File: config.mk
export PLATFORM = sky130hd
export DESIGN_NAME = shader_blob_stream_parser_core_flat
export DESIGN_NICKNAME = d
export VERILOG_FILES = /design/src/design/sbsp_pkg.sv /design/src/design/sbsp_if.sv /design/src/design/shader_blob_stream_parser_core.sv /design/src/design/sbsp_parser.sv /design/src/design/sbsp_res_fifo.sv /design/src/flat_wrapper.sv
export SDC_FILE = /design/constraint.sdc
export NUM_CORES = 1
export LEC_CHECK = 0
export BUFFER_PORTS_ARGS = -buffer_cell sky130_fd_sc_hd__buf_2
export CAP_MARGIN = 40
export CORE_AREA = 2 2 204 206
export DETAILED_ROUTE_END_ITERATION = 10
export DIE_AREA = 0 0 206 208
export GPL_TIMING_DRIVEN = 0
export PLACE_DENSITY = 0.66
export SLEW_MARGIN = 20
export SYNTH_ARGS = -nofsm -noshare
export SYNTH_HDL_FRONTEND = slang
export SYNTH_SLANG_ARGS = --single-unit
export TNS_END_PERCENT = 1
File: constraint.sdc
create_clock -name clk -period 4.8 [get_ports clk]
set_input_delay 0.48 -clock clk [delete_from_list [all_inputs] [get_ports clk]]
set_output_delay 0.48 -clock clk [all_outputs]
set_load 0.02 [all_outputs]
File: src/design/sbsp_pkg.sv
// ============================================================================
// sbsp_pkg
// Shared types and codes for the shader blob stream parser: result record
// layout, record kinds, finish status codes and the parser-to-queue push.
// ============================================================================
package sbsp_pkg;

    // Record kinds
    localparam logic [1:0] KIND_NAME   = 2'd0;
    localparam logic [1:0] KIND_DESC   = 2'd1;
    localparam logic [1:0] KIND_CODE   = 2'd2;
    localparam logic [1:0] KIND_FINISH = 2'd3;

    // Finish status codes
    localparam logic [1:0] STATUS_OK         = 2'd0;
    localparam logic [1:0] STATUS_BAD_MAGIC  = 2'd1;
    localparam logic [1:0] STATUS_TRUNC_TBL  = 2'd2;
    localparam logic [1:0] STATUS_TRUNC_CODE = 2'd3;

    // Result queue depth (must hold two records beyond the one on display)
    localparam int unsigned RES_FIFO_DEPTH = 4;

    typedef struct packed {
        logic [1:0]  record_kind;
        logic [7:0]  out_byte;
        logic [3:0]  uniform_type;
        logic [1:0]  shader_stage;
        logic [15:0] register_index;
        logic [15:0] register_count;
        logic [15:0] const_buffer_size;
        logic [1:0]  status;
        logic        last_of_run;
    } result_t;

    // Up to two records produced by one byte; rec_a goes out first
    typedef struct packed {
        logic [1:0] num;
        result_t     rec_a;
        result_t     rec_b;
    } push_t;

endpackage

File: src/design/sbsp_if.sv
// ============================================================================
// sbsp_if
// Valid/ready channel interfaces: blob byte input and parsed record output.
// ============================================================================
interface sbsp_byte_if;
    logic       valid;
    logic       ready;
    logic [7:0] blob_byte;
    logic       final_byte;

    modport source (output valid, output blob_byte, output final_byte, input ready);
    modport sink   (input valid, input blob_byte, input final_byte, output ready);
endinterface

interface sbsp_rec_if;
    logic        valid;
    logic        ready;
    logic [1:0]  record_kind;
    logic [7:0]  out_byte;
    logic [3:0]  uniform_type;
    logic [1:0]  shader_stage;
    logic [15:0] register_index;
    logic [15:0] register_count;
    logic [15:0] const_buffer_size;
    logic [1:0]  status;
    logic        last_of_run;

    modport source (
        output valid, input ready,
        output record_kind, output out_byte, output uniform_type, output shader_stage,
        output register_index, output register_count, output const_buffer_size,
        output status, output last_of_run
    );
    modport sink (
        input valid, output ready,
        input record_kind, input out_byte, input uniform_type, input shader_stage,
        input register_index, input register_count, input const_buffer_size,
        input status, input last_of_run
    );
endinterface

File: src/design/shader_blob_stream_parser_core.sv
// ============================================================================
// shader_blob_stream_parser_core
// Parses a shader blob byte stream into name bytes, uniform descriptors,
// code bytes and a closing finish record.
// ============================================================================
//
//   channel   dir   handshake      payload
//   blob_in   in    valid/ready    blob_byte, final_byte
//   rec_out   out   valid/ready    record_kind .. last_of_run (one record)
//
// One byte is taken per cycle while blob_in.ready is high; its records are in
// the result queue in the next cycle. A byte gives at most two records (a
// name, descriptor or code record plus the finish record on the final byte).
// The queue drains one record per cycle while rec_out.ready is high, and
// blob_in.ready drops only while fewer than two entries are free. Reset
// clears the parse state and the queue; no clearing pass is needed. Once a
// finish record is produced all further bytes are taken and dropped.
module shader_blob_stream_parser_core
    import sbsp_pkg::*;
#(
    parameter int unsigned ResDepth = RES_FIFO_DEPTH
)
(
    input  logic        clk,
    input  logic        rst_n,
    sbsp_byte_if.sink   blob_in,
    sbsp_rec_if.source  rec_out
);

    push_t   push;
    result_t head;
    logic    head_valid;
    logic    has_room;
    logic    accept;
    logic    pop;

    assign blob_in.ready = has_room;
    assign accept        = blob_in.valid && has_room;
    assign pop           = head_valid && rec_out.ready;

    // Parse state machine
    sbsp_parser u_parser (
        .clk        (clk),
        .rst_n      (rst_n),
        .accept     (accept),
        .blob_byte  (blob_in.blob_byte),
        .final_byte (blob_in.final_byte),
        .push       (push)
    );

    // Result queue
    sbsp_res_fifo #(
        .Depth (ResDepth)
    ) u_res_fifo (
        .clk        (clk),
        .rst_n      (rst_n),
        .push       (push),
        .pop        (pop),
        .head       (head),
        .head_valid (head_valid),
        .has_room   (has_room)
    );

    // Output record
    assign rec_out.valid             = head_valid;
    assign rec_out.record_kind       = head.record_kind;
    assign rec_out.out_byte          = head.out_byte;
    assign rec_out.uniform_type      = head.uniform_type;
    assign rec_out.shader_stage      = head.shader_stage;
    assign rec_out.register_index    = head.register_index;
    assign rec_out.register_count    = head.register_count;
    assign rec_out.const_buffer_size = head.const_buffer_size;
    assign rec_out.status            = head.status;
    assign rec_out.last_of_run       = head.last_of_run;

endmodule

File: src/design/sbsp_parser.sv
// ============================================================================
// sbsp_parser
// Byte-at-a-time parse state machine. Each accepted byte updates the parse
// state and yields zero, one or two result records for the output queue.
// ============================================================================
module sbsp_parser
    import sbsp_pkg::*;
(
    input  logic       clk,
    input  logic       rst_n,
    input  logic       accept,
    input  logic [7:0] blob_byte,
    input  logic       final_byte,
    output push_t      push
);

    typedef enum logic [3:0] {
        PH_MAGIC    = 4'd0,
        PH_HDR      = 4'd1,
        PH_HASH     = 4'd2,
        PH_COUNT    = 4'd3,
        PH_NAMELEN  = 4'd4,
        PH_NAME     = 4'd5,
        PH_DESC     = 4'd6,
        PH_TEXSKIP  = 4'd7,
        PH_CSIZE    = 4'd8,
        PH_CODE     = 4'd9,
        PH_ATTRCNT  = 4'd10,
        PH_ATTRSKIP = 4'd11,
        PH_CBSIZE   = 4'd12
    } phase_t;

    phase_t      phase_reg, phase_next;
    logic [2:0]  pos_reg, pos_next;
    logic [7:0]  ver_reg, ver_next;
    logic [15:0] uleft_reg, uleft_next;
    logic [7:0]  nleft_reg, nleft_next;
    logic [7:0]  htype_reg, htype_next;
    logic [31:0] shift_reg, shift_next;
    logic [31:0] code_reg, code_next;
    logic [8:0]  skip_reg, skip_next;
    logic        done_reg, done_next;

    logic        main_v, fin_v;
    result_t     main_rec, fin_rec;
    logic [7:0]  ht;
    logic [31:0] fs;
    logic [8:0]  extra;

    // Next-state and record decode for one byte
    always_comb
    begin
        phase_next = phase_reg;
        pos_next   = pos_reg;
        ver_next   = ver_reg;
        uleft_next = uleft_reg;
        nleft_next = nleft_reg;
        htype_next = htype_reg;
        shift_next = shift_reg;
        code_next  = code_reg;
        skip_next  = skip_reg;
        done_next  = done_reg;
        main_v     = 1'b0;
        fin_v      = 1'b0;
        main_rec   = '0;
        fin_rec    = '0;
        ht         = htype_reg;
        fs         = shift_reg;
        extra      = '0;

        if (!done_reg)
        begin
            unique case (phase_reg)
                PH_MAGIC:
                begin
                    if (blob_byte == 8'h56 || blob_byte == 8'h46 || blob_byte == 8'h43)
                    begin
                        phase_next = PH_HDR;
                        pos_next   = 3'd1;
                    end
                    else
                    begin
                        main_v               = 1'b1;
                        main_rec.record_kind = KIND_FINISH;
                        main_rec.status      = STATUS_BAD_MAGIC;
                        done_next            = 1'b1;
                    end
                end
                PH_HDR:
                begin
                    if (pos_reg == 3'd3)
                        ver_next = blob_byte;
                    if (pos_reg == 3'd7)
                    begin
                        pos_next = '0;
                        if (ver_reg >= 8'd6)
                        begin
                            skip_next  = 9'd4;
                            phase_next = PH_HASH;
                        end
                        else
                            phase_next = PH_COUNT;
                    end
                    else
                        pos_next = pos_reg + 3'd1;
                end
                PH_HASH:
                begin
                    skip_next = skip_reg - 9'd1;
                    if (skip_next == '0)
                    begin
                        phase_next = PH_COUNT;
                        pos_next   = '0;
                    end
                end
                PH_COUNT:
                begin
                    if (pos_reg == 3'd0)
                    begin
                        uleft_next = {8'd0, blob_byte};
                        pos_next   = 3'd1;
                    end
                    else
                    begin
                        uleft_next = uleft_reg | {blob_byte, 8'd0};
                        phase_next = (uleft_next != '0) ? PH_NAMELEN : PH_CSIZE;
                        pos_next   = '0;
                        shift_next = '0;
                    end
                end
                PH_NAMELEN:
                begin
                    nleft_next = blob_byte;
                    phase_next = (blob_byte != '0) ? PH_NAME : PH_DESC;
                    pos_next   = '0;
                end
                PH_NAME:
                begin
                    main_v               = 1'b1;
                    main_rec.record_kind = KIND_NAME;
                    main_rec.out_byte    = blob_byte;
                    nleft_next           = nleft_reg - 8'd1;
                    if (nleft_next == '0)
                    begin
                        phase_next = PH_DESC;
                        pos_next   = '0;
                    end
                end
                PH_DESC:
                begin
                    // type byte, one pad byte, then register and count little-endian
                    if (pos_reg == 3'd0)
                    begin
                        ht         = blob_byte;
                        htype_next = blob_byte;
                    end
                    else if (pos_reg == 3'd2)
                        fs = shift_reg | {24'd0, blob_byte};
                    else if (pos_reg == 3'd3)
                        fs = shift_reg | {16'd0, blob_byte, 8'd0};
                    else if (pos_reg == 3'd4)
                        fs = shift_reg | {8'd0, blob_byte, 16'd0};
                    else if (pos_reg == 3'd5)
                        fs = shift_reg | {blob_byte, 24'd0};

                    if (pos_reg >= 3'd5)
                    begin
                        main_v                  = 1'b1;
                        main_rec.record_kind    = KIND_DESC;
                        main_rec.uniform_type   = ht[3:0];
                        main_rec.shader_stage   = ht[5] ? 2'd2 : (ht[4] ? 2'd1 : 2'd0);
                        main_rec.register_index = fs[15:0];
                        main_rec.register_count = fs[31:16];
                        uleft_next              = uleft_reg - 16'd1;
                        extra = ((ver_reg >= 8'd8) ? 9'd2 : 9'd0)
                              + ((ver_reg >= 8'd10) ? 9'd2 : 9'd0);
                        shift_next = fs;
                        if (extra != '0)
                        begin
                            skip_next  = extra;
                            phase_next = PH_TEXSKIP;
                        end
                        else
                        begin
                            phase_next = (uleft_next != '0) ? PH_NAMELEN : PH_CSIZE;
                            pos_next   = '0;
                            shift_next = '0;
                        end
                    end
                    else
                    begin
                        shift_next = (pos_reg == 3'd1) ? 32'd0 : fs;
                        pos_next   = pos_reg + 3'd1;
                    end
                end
                PH_TEXSKIP:
                begin
                    skip_next = skip_reg - 9'd1;
                    if (skip_next == '0)
                    begin
                        phase_next = (uleft_reg != '0) ? PH_NAMELEN : PH_CSIZE;
                        pos_next   = '0;
                        shift_next = '0;
                    end
                end
                PH_CSIZE:
                begin
                    unique case (pos_reg[1:0])
                        2'd0:    fs = shift_reg | {24'd0, blob_byte};
                        2'd1:    fs = shift_reg | {16'd0, blob_byte, 8'd0};
                        2'd2:    fs = shift_reg | {8'd0, blob_byte, 16'd0};
                        default: fs = shift_reg | {blob_byte, 24'd0};
                    endcase
                    shift_next = fs;
                    if (pos_reg >= 3'd3)
                    begin
                        code_next  = fs;
                        phase_next = (fs != '0) ? PH_CODE : PH_ATTRCNT;
                        pos_next   = '0;
                    end
                    else
                        pos_next = pos_reg + 3'd1;
                end
                PH_CODE:
                begin
                    main_v               = 1'b1;
                    main_rec.record_kind = KIND_CODE;
                    main_rec.out_byte    = blob_byte;
                    code_next            = code_reg - 32'd1;
                    if (code_next == '0)
                        phase_next = PH_ATTRCNT;
                end
                PH_ATTRCNT:
                begin
                    if (blob_byte != '0)
                    begin
                        skip_next  = {blob_byte, 1'b0};
                        phase_next = PH_ATTRSKIP;
                    end
                    else
                    begin
                        phase_next = PH_CBSIZE;
                        pos_next   = '0;
                        shift_next = '0;
                    end
                end
                PH_ATTRSKIP:
                begin
                    skip_next = skip_reg - 9'd1;
                    if (skip_next == '0)
                    begin
                        phase_next = PH_CBSIZE;
                        pos_next   = '0;
                        shift_next = '0;
                    end
                end
                PH_CBSIZE:
                begin
                    if (pos_reg == 3'd0)
                    begin
                        shift_next = {24'd0, blob_byte};
                        pos_next   = 3'd1;
                    end
                    else
                    begin
                        fs                         = shift_reg | {16'd0, blob_byte, 8'd0};
                        shift_next                 = fs;
                        main_v                     = 1'b1;
                        main_rec.record_kind       = KIND_FINISH;
                        main_rec.const_buffer_size = fs[15:0];
                        main_rec.status            = STATUS_OK;
                        done_next                  = 1'b1;
                    end
                end
                default:
                begin
                end
            endcase

            // End of blob closes the stream with a status from where it stopped
            if (!done_next && final_byte)
            begin
                fin_v               = 1'b1;
                fin_rec.record_kind = KIND_FINISH;
                done_next           = 1'b1;
                unique case (phase_next)
                    PH_TEXSKIP:
                        fin_rec.status = (uleft_next != '0) ? STATUS_TRUNC_TBL
                                                            : STATUS_TRUNC_CODE;
                    PH_CSIZE, PH_CODE:
                        fin_rec.status = STATUS_TRUNC_CODE;
                    PH_ATTRCNT, PH_ATTRSKIP, PH_CBSIZE:
                        fin_rec.status = STATUS_OK;
                    default:
                        fin_rec.status = STATUS_TRUNC_TBL;
                endcase
            end
        end
    end

    // Pack records for the queue; the last one of the byte is marked
    always_comb
    begin
        push       = '0;
        push.num   = accept ? ({1'b0, main_v} + {1'b0, fin_v}) : 2'd0;
        if (main_v)
        begin
            push.rec_a             = main_rec;
            push.rec_a.last_of_run = !fin_v;
            push.rec_b             = fin_rec;
            push.rec_b.last_of_run = 1'b1;
        end
        else
        begin
            push.rec_a             = fin_rec;
            push.rec_a.last_of_run = 1'b1;
        end
    end

    // Parse state
    always_ff @(posedge clk or negedge rst_n)
    begin
        if (!rst_n)
        begin
            phase_reg <= PH_MAGIC;
            pos_reg   <= '0;
            ver_reg   <= '0;
            uleft_reg <= '0;
            nleft_reg <= '0;
            htype_reg <= '0;
            shift_reg <= '0;
            code_reg  <= '0;
            skip_reg  <= '0;
            done_reg  <= 1'b0;
        end
        else if (accept)
        begin
            phase_reg <= phase_next;
            pos_reg   <= pos_next;
            ver_reg   <= ver_next;
            uleft_reg <= uleft_next;
            nleft_reg <= nleft_next;
            htype_reg <= htype_next;
            shift_reg <= shift_next;
            code_reg  <= code_next;
            skip_reg  <= skip_next;
            done_reg  <= done_next;
        end
    end

    // Checks
    a_quiet_after_done: assert property (@(posedge clk) disable iff (!rst_n)
        done_reg |-> (push.num == 2'd0))
        else $error("record produced after stream finished");

    a_pair_only_on_final: assert property (@(posedge clk) disable iff (!rst_n)
        (push.num == 2'd2) |-> (final_byte && push.rec_b.record_kind == KIND_FINISH))
        else $error("second record of a byte is not an end-of-blob finish");

    a_finish_ends_stream: assert property (@(posedge clk) disable iff (!rst_n)
        (push.num != 2'd0 && push.rec_a.record_kind == KIND_FINISH) |=> done_reg)
        else $error("finish record did not close the stream");

endmodule

File: src/design/sbsp_res_fifo.sv
// ============================================================================
// sbsp_res_fifo
// Small result queue: takes up to two records per cycle, hands out one.
// Head entry is read straight from registers.
// ============================================================================
module sbsp_res_fifo
    import sbsp_pkg::*;
#(
    parameter int unsigned Depth = RES_FIFO_DEPTH
)
(
    input  logic    clk,
    input  logic    rst_n,
    input  push_t   push,
    input  logic    pop,
    output result_t head,
    output logic    head_valid,
    output logic    has_room
);

    localparam int unsigned PtrW = (Depth > 1) ? $clog2(Depth) : 1;
    localparam int unsigned CntW = $clog2(Depth + 1);

    result_t             mem_reg [Depth];
    logic [PtrW-1:0]     wr_ptr_reg, wr_ptr_next, wr_p1, wr_p2;
    logic [PtrW-1:0]     rd_ptr_reg, rd_ptr_next, rd_p1;
    logic [CntW-1:0]     count_reg, count_next;

    // Pointer stepping with wrap at Depth
    always_comb
    begin
        wr_p1 = (wr_ptr_reg == PtrW'(Depth - 1)) ? '0 : wr_ptr_reg + PtrW'(1);
        wr_p2 = (wr_p1 == PtrW'(Depth - 1)) ? '0 : wr_p1 + PtrW'(1);
        rd_p1 = (rd_ptr_reg == PtrW'(Depth - 1)) ? '0 : rd_ptr_reg + PtrW'(1);

        unique case (push.num)
            2'd1:    wr_ptr_next = wr_p1;
            2'd2:    wr_ptr_next = wr_p2;
            default: wr_ptr_next = wr_ptr_reg;
        endcase
        rd_ptr_next = pop ? rd_p1 : rd_ptr_reg;
        count_next  = count_reg + CntW'(push.num) - CntW'(pop);
    end

    assign head       = mem_reg[rd_ptr_reg];
    assign head_valid = (count_reg != '0);
    assign has_room   = (count_reg <= CntW'(Depth - 2));

    // Entry storage
    always_ff @(posedge clk)
    begin
        if (push.num != 2'd0)
            mem_reg[wr_ptr_reg] <= push.rec_a;
        if (push.num == 2'd2)
            mem_reg[wr_p1] <= push.rec_b;
    end

    // Queue control
    always_ff @(posedge clk or negedge rst_n)
    begin
        if (!rst_n)
        begin
            wr_ptr_reg <= '0;
            rd_ptr_reg <= '0;
            count_reg  <= '0;
        end
        else
        begin
            wr_ptr_reg <= wr_ptr_next;
            rd_ptr_reg <= rd_ptr_next;
            count_reg  <= count_next;
        end
    end

    // Checks
    a_count_bound: assert property (@(posedge clk) disable iff (!rst_n)
        count_reg <= CntW'(Depth))
        else $error("result queue overfilled");

    a_push_fits: assert property (@(posedge clk) disable iff (!rst_n)
        (push.num != 2'd0) |-> (count_reg <= CntW'(Depth - 2)))
        else $error("records pushed without room");

    a_no_pop_empty: assert property (@(posedge clk) disable iff (!rst_n)
        pop |-> (count_reg != '0))
        else $error("pop from empty result queue");

endmodule
File: src/flat_wrapper.sv
// flat-port wrapper written by rule: the top's interface ports become plain ports
module shader_blob_stream_parser_core_flat import sbsp_pkg::*;
#(
    parameter int unsigned ResDepth = RES_FIFO_DEPTH
)
  (clk, rst_n, blob_in_valid, blob_in_blob_byte, blob_in_final_byte, blob_in_ready, rec_out_valid, rec_out_ready, rec_out_record_kind, rec_out_out_byte, rec_out_uniform_type, rec_out_shader_stage, rec_out_register_index, rec_out_register_count, rec_out_const_buffer_size, rec_out_status, rec_out_last_of_run);
  sbsp_byte_if blob_in_i ();
  sbsp_rec_if rec_out_i ();
  input  logic clk;
  input  logic rst_n;
  input wire logic [$bits(blob_in_i.valid)-1:0] blob_in_valid;
  input wire logic [$bits(blob_in_i.blob_byte)-1:0] blob_in_blob_byte;
  input wire logic [$bits(blob_in_i.final_byte)-1:0] blob_in_final_byte;
  output wire logic [$bits(blob_in_i.ready)-1:0] blob_in_ready;
  output wire logic [$bits(rec_out_i.valid)-1:0] rec_out_valid;
  input wire logic [$bits(rec_out_i.ready)-1:0] rec_out_ready;
  output wire logic [$bits(rec_out_i.record_kind)-1:0] rec_out_record_kind;
  output wire logic [$bits(rec_out_i.out_byte)-1:0] rec_out_out_byte;
  output wire logic [$bits(rec_out_i.uniform_type)-1:0] rec_out_uniform_type;
  output wire logic [$bits(rec_out_i.shader_stage)-1:0] rec_out_shader_stage;
  output wire logic [$bits(rec_out_i.register_index)-1:0] rec_out_register_index;
  output wire logic [$bits(rec_out_i.register_count)-1:0] rec_out_register_count;
  output wire logic [$bits(rec_out_i.const_buffer_size)-1:0] rec_out_const_buffer_size;
  output wire logic [$bits(rec_out_i.status)-1:0] rec_out_status;
  output wire logic [$bits(rec_out_i.last_of_run)-1:0] rec_out_last_of_run;
  assign blob_in_i.valid = blob_in_valid;
  assign blob_in_i.blob_byte = blob_in_blob_byte;
  assign blob_in_i.final_byte = blob_in_final_byte;
  assign blob_in_ready = blob_in_i.ready;
  assign rec_out_valid = rec_out_i.valid;
  assign rec_out_i.ready = rec_out_ready;
  assign rec_out_record_kind = rec_out_i.record_kind;
  assign rec_out_out_byte = rec_out_i.out_byte;
  assign rec_out_uniform_type = rec_out_i.uniform_type;
  assign rec_out_shader_stage = rec_out_i.shader_stage;
  assign rec_out_register_index = rec_out_i.register_index;
  assign rec_out_register_count = rec_out_i.register_count;
  assign rec_out_const_buffer_size = rec_out_i.const_buffer_size;
  assign rec_out_status = rec_out_i.status;
  assign rec_out_last_of_run = rec_out_i.last_of_run;
  shader_blob_stream_parser_core #(.ResDepth(ResDepth)) u_core (.clk(clk), .rst_n(rst_n), .blob_in(blob_in_i), .rec_out(rec_out_i));
endmodule
==> results.cfg, run 1 <==
[synth]
synth_top_area_share_pct = 24.8
ys_warn_count = 0
postSynthCellCount = 2175
synthMuxAreaShare_pct = 8.53
syn_nets = 2220
synthArstFlopShare_pct = 31.8
synth_cell_type_count = 84
synth_compound_area_share_pct = 23.5
synth_edf_count = 20
synth_ff_type = dfxtp_1
ys_ff_latch = 393
synth_area_um2 = 20000
ys_seq_area_share_pct = 43.4
yosysTopAreaCell = dfxtp_1
avgSynthCellArea_um2 = 9.20
synth-xor-area-share_pct = 0.788
synth-simple-area-share_pct = 17.3
synth_top_family_by_area = compound AO/OA/AOI/OAI gates
synth-adder-area-share_pct = 2.04
yosys-top-cells-area = dfxtp_1, dfrtp_1, a22o_1

[route]
postRouteAntennaNets = 0
dr.pass1.iters = 6
via_count = 18500
wire_per_inst_um = 23.4
drcViolationCount = 0
drtIter0Drc = 2129
totalWireLength_um = 67700
vias_per_cell = 6.41

[hold_path]
hold_path_class = input port to flop

[pwr]
p_per_area_nw_per_um2 = 508
vdd_drop_max_v = 0.000296
leakage_nw = 9.11

[place]
portBuffers = 79
gp_congestion = 0.970
dpl.cell_count = 2808
hpwl_um = 49100
place_area_um2 = 21300

[floorplanning]
io_pins = 82
die_w_um = 206
dieArea_um2 = 42800
core_area_um2 = 40600
rows = 74
initial_core_util_pct = 49.3
dieHeight_um = 208

[sta]
maxSlewViolCount = 0
maxSlewHeadroom_pct = 38.9
fin_skew_ns = 0.0133
setup_viol = 0
post-route-period-util_pct = 98.1
clock.fmax_ghz = 0.212
hold_viol_final = 0
worstMarginPinSlew_ns = 0.917
final.min_clock_period_ns = 4.71
rsz0062_at_grt = yes

[status]
outcome = finished, final reports clean

[grt]
track_usage_pct = 31.3
antenna_found_initial = 0
grt-ovfl-total = 0
grt_max_degree = 78
grt_pass1_vias = 17600
grt_pass1_wl_um = 104000

[finish]
layout_common_cells = nand2_1, dfxtp_1, a21oi_1
num-nets-final = 2372
seq_area_um2 = 8690
final_area_um2 = 23000
instances_no_fill = 2894
drive_gt1_share_pct = 14.1
antenna_cells = 0
layout_commonest_cell = nand2_1
area_growth_pct = 15.0
multi_input_comb_area_um2 = 10500
largest_reg_flops = 268
fillers = 3570

[clocking]
clock-sinks = 393
max-clock-path-buffers = 3
clkTransAtPathRegs_ns = 0.06
worstSkewPairLatency_ns = 0.59
cts-root-buf = clkbuf_16
tritoncts = done
cts_made_buffers = 44
h-tree-depth = 2

[worst_setup_path]
criticalPathCategory = flop to flop
cp_max_fo = 10
cp-end-kind = flop
worstPathArrival_ns = 5.03
cp-start-kind = flop
required_ns = 5.12

[job]
max_cap_violations = 0
[critical path: stages, from the launching register on]
cell and delay, ns:
dfrtp_1 0.46, ha_1 0.25, buf_2 0.24, buf_2 0.24, clkbuf_1 0.49, nand3b_1 0.18
nand3_1 0.27, nor4_1 0.35, nand2_1 0.13, o311ai_1 0.53, a41oi_1 0.27, or4_1 0.59
a21oi_4 0.30, nor3b_1 0.11
[cells in the mapped netlist (all sizes together), types with 12 or more instances]
| master | number |
|---|---|
| nand2 | 299 |
| dfxtp | 248 |
| a21oi | 198 |
| a22o | 191 |
| o21ai | 184 |
| clkbuf | 149 |
| nor2 | 134 |
| dfrtp | 125 |
| mux4 | 67 |
| nand3 | 55 |
| inv | 52 |
| nor3 | 46 |
| ha | 31 |
| buf | 28 |
| nor4 | 28 |
| nand3b | 24 |
| o31ai | 23 |
| edfxtp | 20 |
| nand2b | 19 |
| nor2b | 19 |
| mux2 | 14 |
| o211ai | 14 |
| o22ai | 14 |
| or4 | 14 |
| nor3b | 13 |
| a22oi | 12 |
[final timing paths]
path                                                                    start                                             to  slack (ns)  cells after the start
max in group asynchronous                                               rst_n       u_core.u_res_fifo.count_reg[2]$_DFF_PN0_        3.64                      3
worst max-delay path                   u_core.u_parser.pos_reg[1]$_DFFE_PN0P_      u_core.u_res_fifo.mem_reg[0][2]$_DFFE_PP_        0.09                     13
worst max register to register         u_core.u_parser.pos_reg[1]$_DFFE_PN0P_      u_core.u_res_fifo.mem_reg[0][2]$_DFFE_PP_        0.09                     13
worst min register to register  u_core.u_res_fifo.mem_reg[1][13]$_SDFFE_PP0P_  u_core.u_res_fifo.mem_reg[1][13]$_SDFFE_PP0P_        0.45                      2
worst min-delay path                                       blob_in_final_byte           u_core.u_parser.done_reg$_DFFE_PN0P_        0.24                      3
min in group asynchronous                                               rst_n       u_core.u_parser.uleft_reg[6]$_DFFE_PN0P_        0.39                      2
[layer usage]
metal	wire, um	vias to the layer above	global-route usage (%)
li1	-	8338	-
met1	28400	9131	42.9
met2	31000	913	49.3
met3	5760	158	5.31
met4	2600	0	12.1
met5	0	-	0
[power by group]
group	total [mW]	switching, mW	internal (mW)
logic	4.02	2.63	1.39
registers	4.02	0.385	3.63
clock network	3.67	1.45	2.22
[stage by stage]
stage / util (%) / total power, mW / TNS [ns] / hold slack, ns / worst slack [ns]
finish: 56.8 / 11.7 / 0 / 0.236 / 0.0920
global route: 56.8 / 12.2 / -2.12 / 0.253 / -0.0892
CTS: 56.6 / 11.6 / 0 / 0.213 / 0.00470
detailed placement: 52.6 / 7.94 / -129.58 / 0.420 / -0.748
global placement: 52.0 / 7.80 / -203.94 / 0.429 / -1.14
floorplan: - / 6.66 / 0 / 0.184 / 0.769
[cells by family after synthesis]
logic type / Yosys count
AO/OA/AOI/OAI: 710
XOR/XNOR: 18
adder cells (fa/ha/maj): 32
buffers and inverters: 229
flip-flops: 393
multiplexers: 85
AND/OR/NAND/NOR: 708
[timing repair]
item | in CTS | in global routing
buffers inserted | 0 | 3
pin swaps | 0 | 1
resized for setup | 18 | 34
hold endpoints to repair | 48 | 0
setup endpoints to repair | 290 | 264
hold buffers | 1 | 0
[final cells by class]
type / instances / share of cell area [%]
repair buffers: 108 / 2.92
clock inverters: 18 / 1.24
multi-input cells: 1553 / 45.6
plain buffers: 175 / 3.14
flip-flops and latches: 393 / 37.8
inverters: 52 / 0.848
well taps: 532 / 2.89
clock buffers: 63 / 5.63
Power figures use the tool's default switching activity.
==> inputs of run 2 (changes only) <==
--- a/config.mk
+++ b/config.mk
@@ -5,7 +5,7 @@
 export SDC_FILE = /design/constraint.sdc
 export NUM_CORES = 1
 export LEC_CHECK = 0
-export BUFFER_PORTS_ARGS = -buffer_cell sky130_fd_sc_hd__buf_2
+export BUFFER_PORTS_ARGS = -buffer_cell sky130_fd_sc_hd__buf_4
 export CAP_MARGIN = 40
 export CORE_AREA = 2 2 204 206
 export DETAILED_ROUTE_END_ITERATION = 10
==> results.cfg, run 2 (same netlist as run 1, synthesis figures left out) <==
[route]
drcViolationCount = 0
wire_per_inst_um = 23.7
vias_per_cell = 6.42
dr.pass1.iters = 5
via_count = 18500
postRouteAntennaNets = 0
totalWireLength_um = 68600
drtIter0Drc = 2210

[finish]
antenna_cells = 0
layout_common_cells = nand2_1, dfxtp_1, a21oi_1
final_area_um2 = 23300
layout_commonest_cell = nand2_1
num-nets-final = 2369
drive_gt1_share_pct = 14.9
finalCoreUtilization_pct = 57.3
instances_no_fill = 2891
area_growth_pct = 16.2
fillers = 3525
largest_reg_flops = 268

[grt]
track_usage_pct = 31.8
grt_pass1_vias = 17700
grt-ovfl-total = 0
grt_pass1_wl_um = 106000
antenna_found_initial = 0
grt_max_degree = 91

[floorplanning]
dieHeight_um = 208
io_pins = 82
rows = 74
die_w_um = 206
dieArea_um2 = 42800
initial_core_util_pct = 49.3
core_area_um2 = 40600

[sta]
maxSlewViolCount = 0
maxSlewHeadroom_pct = 36.2
post-route-period-util_pct = 98.1
setup_viol = 0
fin_tns_setup_ns = 0
rsz0062_at_grt = yes
worstMarginPinSlew_ns = 0.957
fin_skew_ns = 0.0223
final.min_clock_period_ns = 4.71
clock.fmax_ghz = 0.212
hold_viol_final = 0

[clocking]
clock-sinks = 393
cts_made_buffers = 44
clkTransAtPathRegs_ns = 0.06
tritoncts = done
worstSkewPairLatency_ns = 0.59
cts_setup_buffers = 0
h-tree-depth = 2
max-clock-path-buffers = 3
cts-root-buf = clkbuf_16

[place]
gp_congestion = 0.962
place_area_um2 = 21500
dpl.cell_count = 2806
hpwl_um = 49700
portBuffers = 79

[job]
max_cap_violations = 0

[worst_setup_path]
worstPathArrival_ns = 5.02
required_ns = 5.12
cp-start-kind = flop
criticalPathCategory = flop to flop
cp_max_fo = 10
cp-end-kind = flop

[pwr]
vdd_drop_max_v = 0.000397
power_mw = 11.8
p_per_area_nw_per_um2 = 507
leakage_nw = 9.14

[hold_path]
hold_path_class = input port to flop

[status]
outcome = finished, final reports clean
## run 2: worst max-delay path: stages (launching register included)
cell and delay, ns:
dfrtp_1 0.46, ha_1 0.24, buf_2 0.23, buf_2 0.24, clkbuf_1 0.44, nand3b_1 0.18, nand3_1 0.27, nor4_1 0.33
nand4_1 0.15, o311ai_1 0.51, a41oi_1 0.24, or4_1 0.54, a21oi_2 0.44, nor3b_1 0.13
## run 2: worst paths after layout
kind                                                          startpoint                                            end  slack, ns  cells after the start
max                               u_core.u_parser.pos_reg[1]$_DFFE_PN0P_      u_core.u_res_fifo.mem_reg[0][2]$_DFFE_PP_       0.09                     13
min                                                   blob_in_final_byte           u_core.u_parser.done_reg$_DFFE_PN0P_       0.20                      3
max reg2reg                       u_core.u_parser.pos_reg[1]$_DFFE_PN0P_      u_core.u_res_fifo.mem_reg[0][2]$_DFFE_PP_       0.09                     13
min reg2reg                u_core.u_res_fifo.mem_reg[0][14]$_SDFFE_PP0P_  u_core.u_res_fifo.mem_reg[0][14]$_SDFFE_PP0P_       0.45                      2
max in group asynchronous                                          rst_n       u_core.u_parser.code_reg[23]$_DFFE_PN0P_       3.62                      3
min in group asynchronous                                          rst_n       u_core.u_parser.nleft_reg[2]$_DFFE_PN0P_       0.37                      2
## run 2: power by group
part	switching, mW	internal (mW)
clock network	1.46	2.21
registers	0.383	3.63
logic	2.69	1.42
## run 2: through the flow
step                      hold WS (ns)  worst slack (ns)
after floorplan                  0.184             0.769
after global placement           0.428             -1.10
after detailed placement         0.384            -0.798
after CTS                        0.177           0.00491
after global routing             0.180           -0.0926
final                            0.201            0.0935
## run 2: timing repair
item / 4_1_cts / 5_1_grt
hold endpoints to repair: 35 / 0
endpoints found under the setup margin: 291 / 284
hold buffers: 1 / 0
resized for setup: 23 / 50
pin swaps: 0 / 1
## run 2: layout make-up
cell class	count	area (um2)	area share, %
clock buffers	63	1370	5.88
plain buffers	175	742	3.19
flip-flops and latches	393	8690	37.4
well taps	532	666	2.86
repair buffers	105	841	3.62
multi-input cells	1553	10500	45.2
clock inverters	18	240	1.03
inverters	52	195	0.839
## run 2: routing by layer
layer	track usage, %	vias up	share of wire (%)	routed length (um)
met1	44.1	9137	43	29200
met3	6.02	164	8.4	5730
met2	49.8	913	45	31100
met4	10.8	0	3.7	2520
met5	0	-	0	0
li1	-	8333	-	-
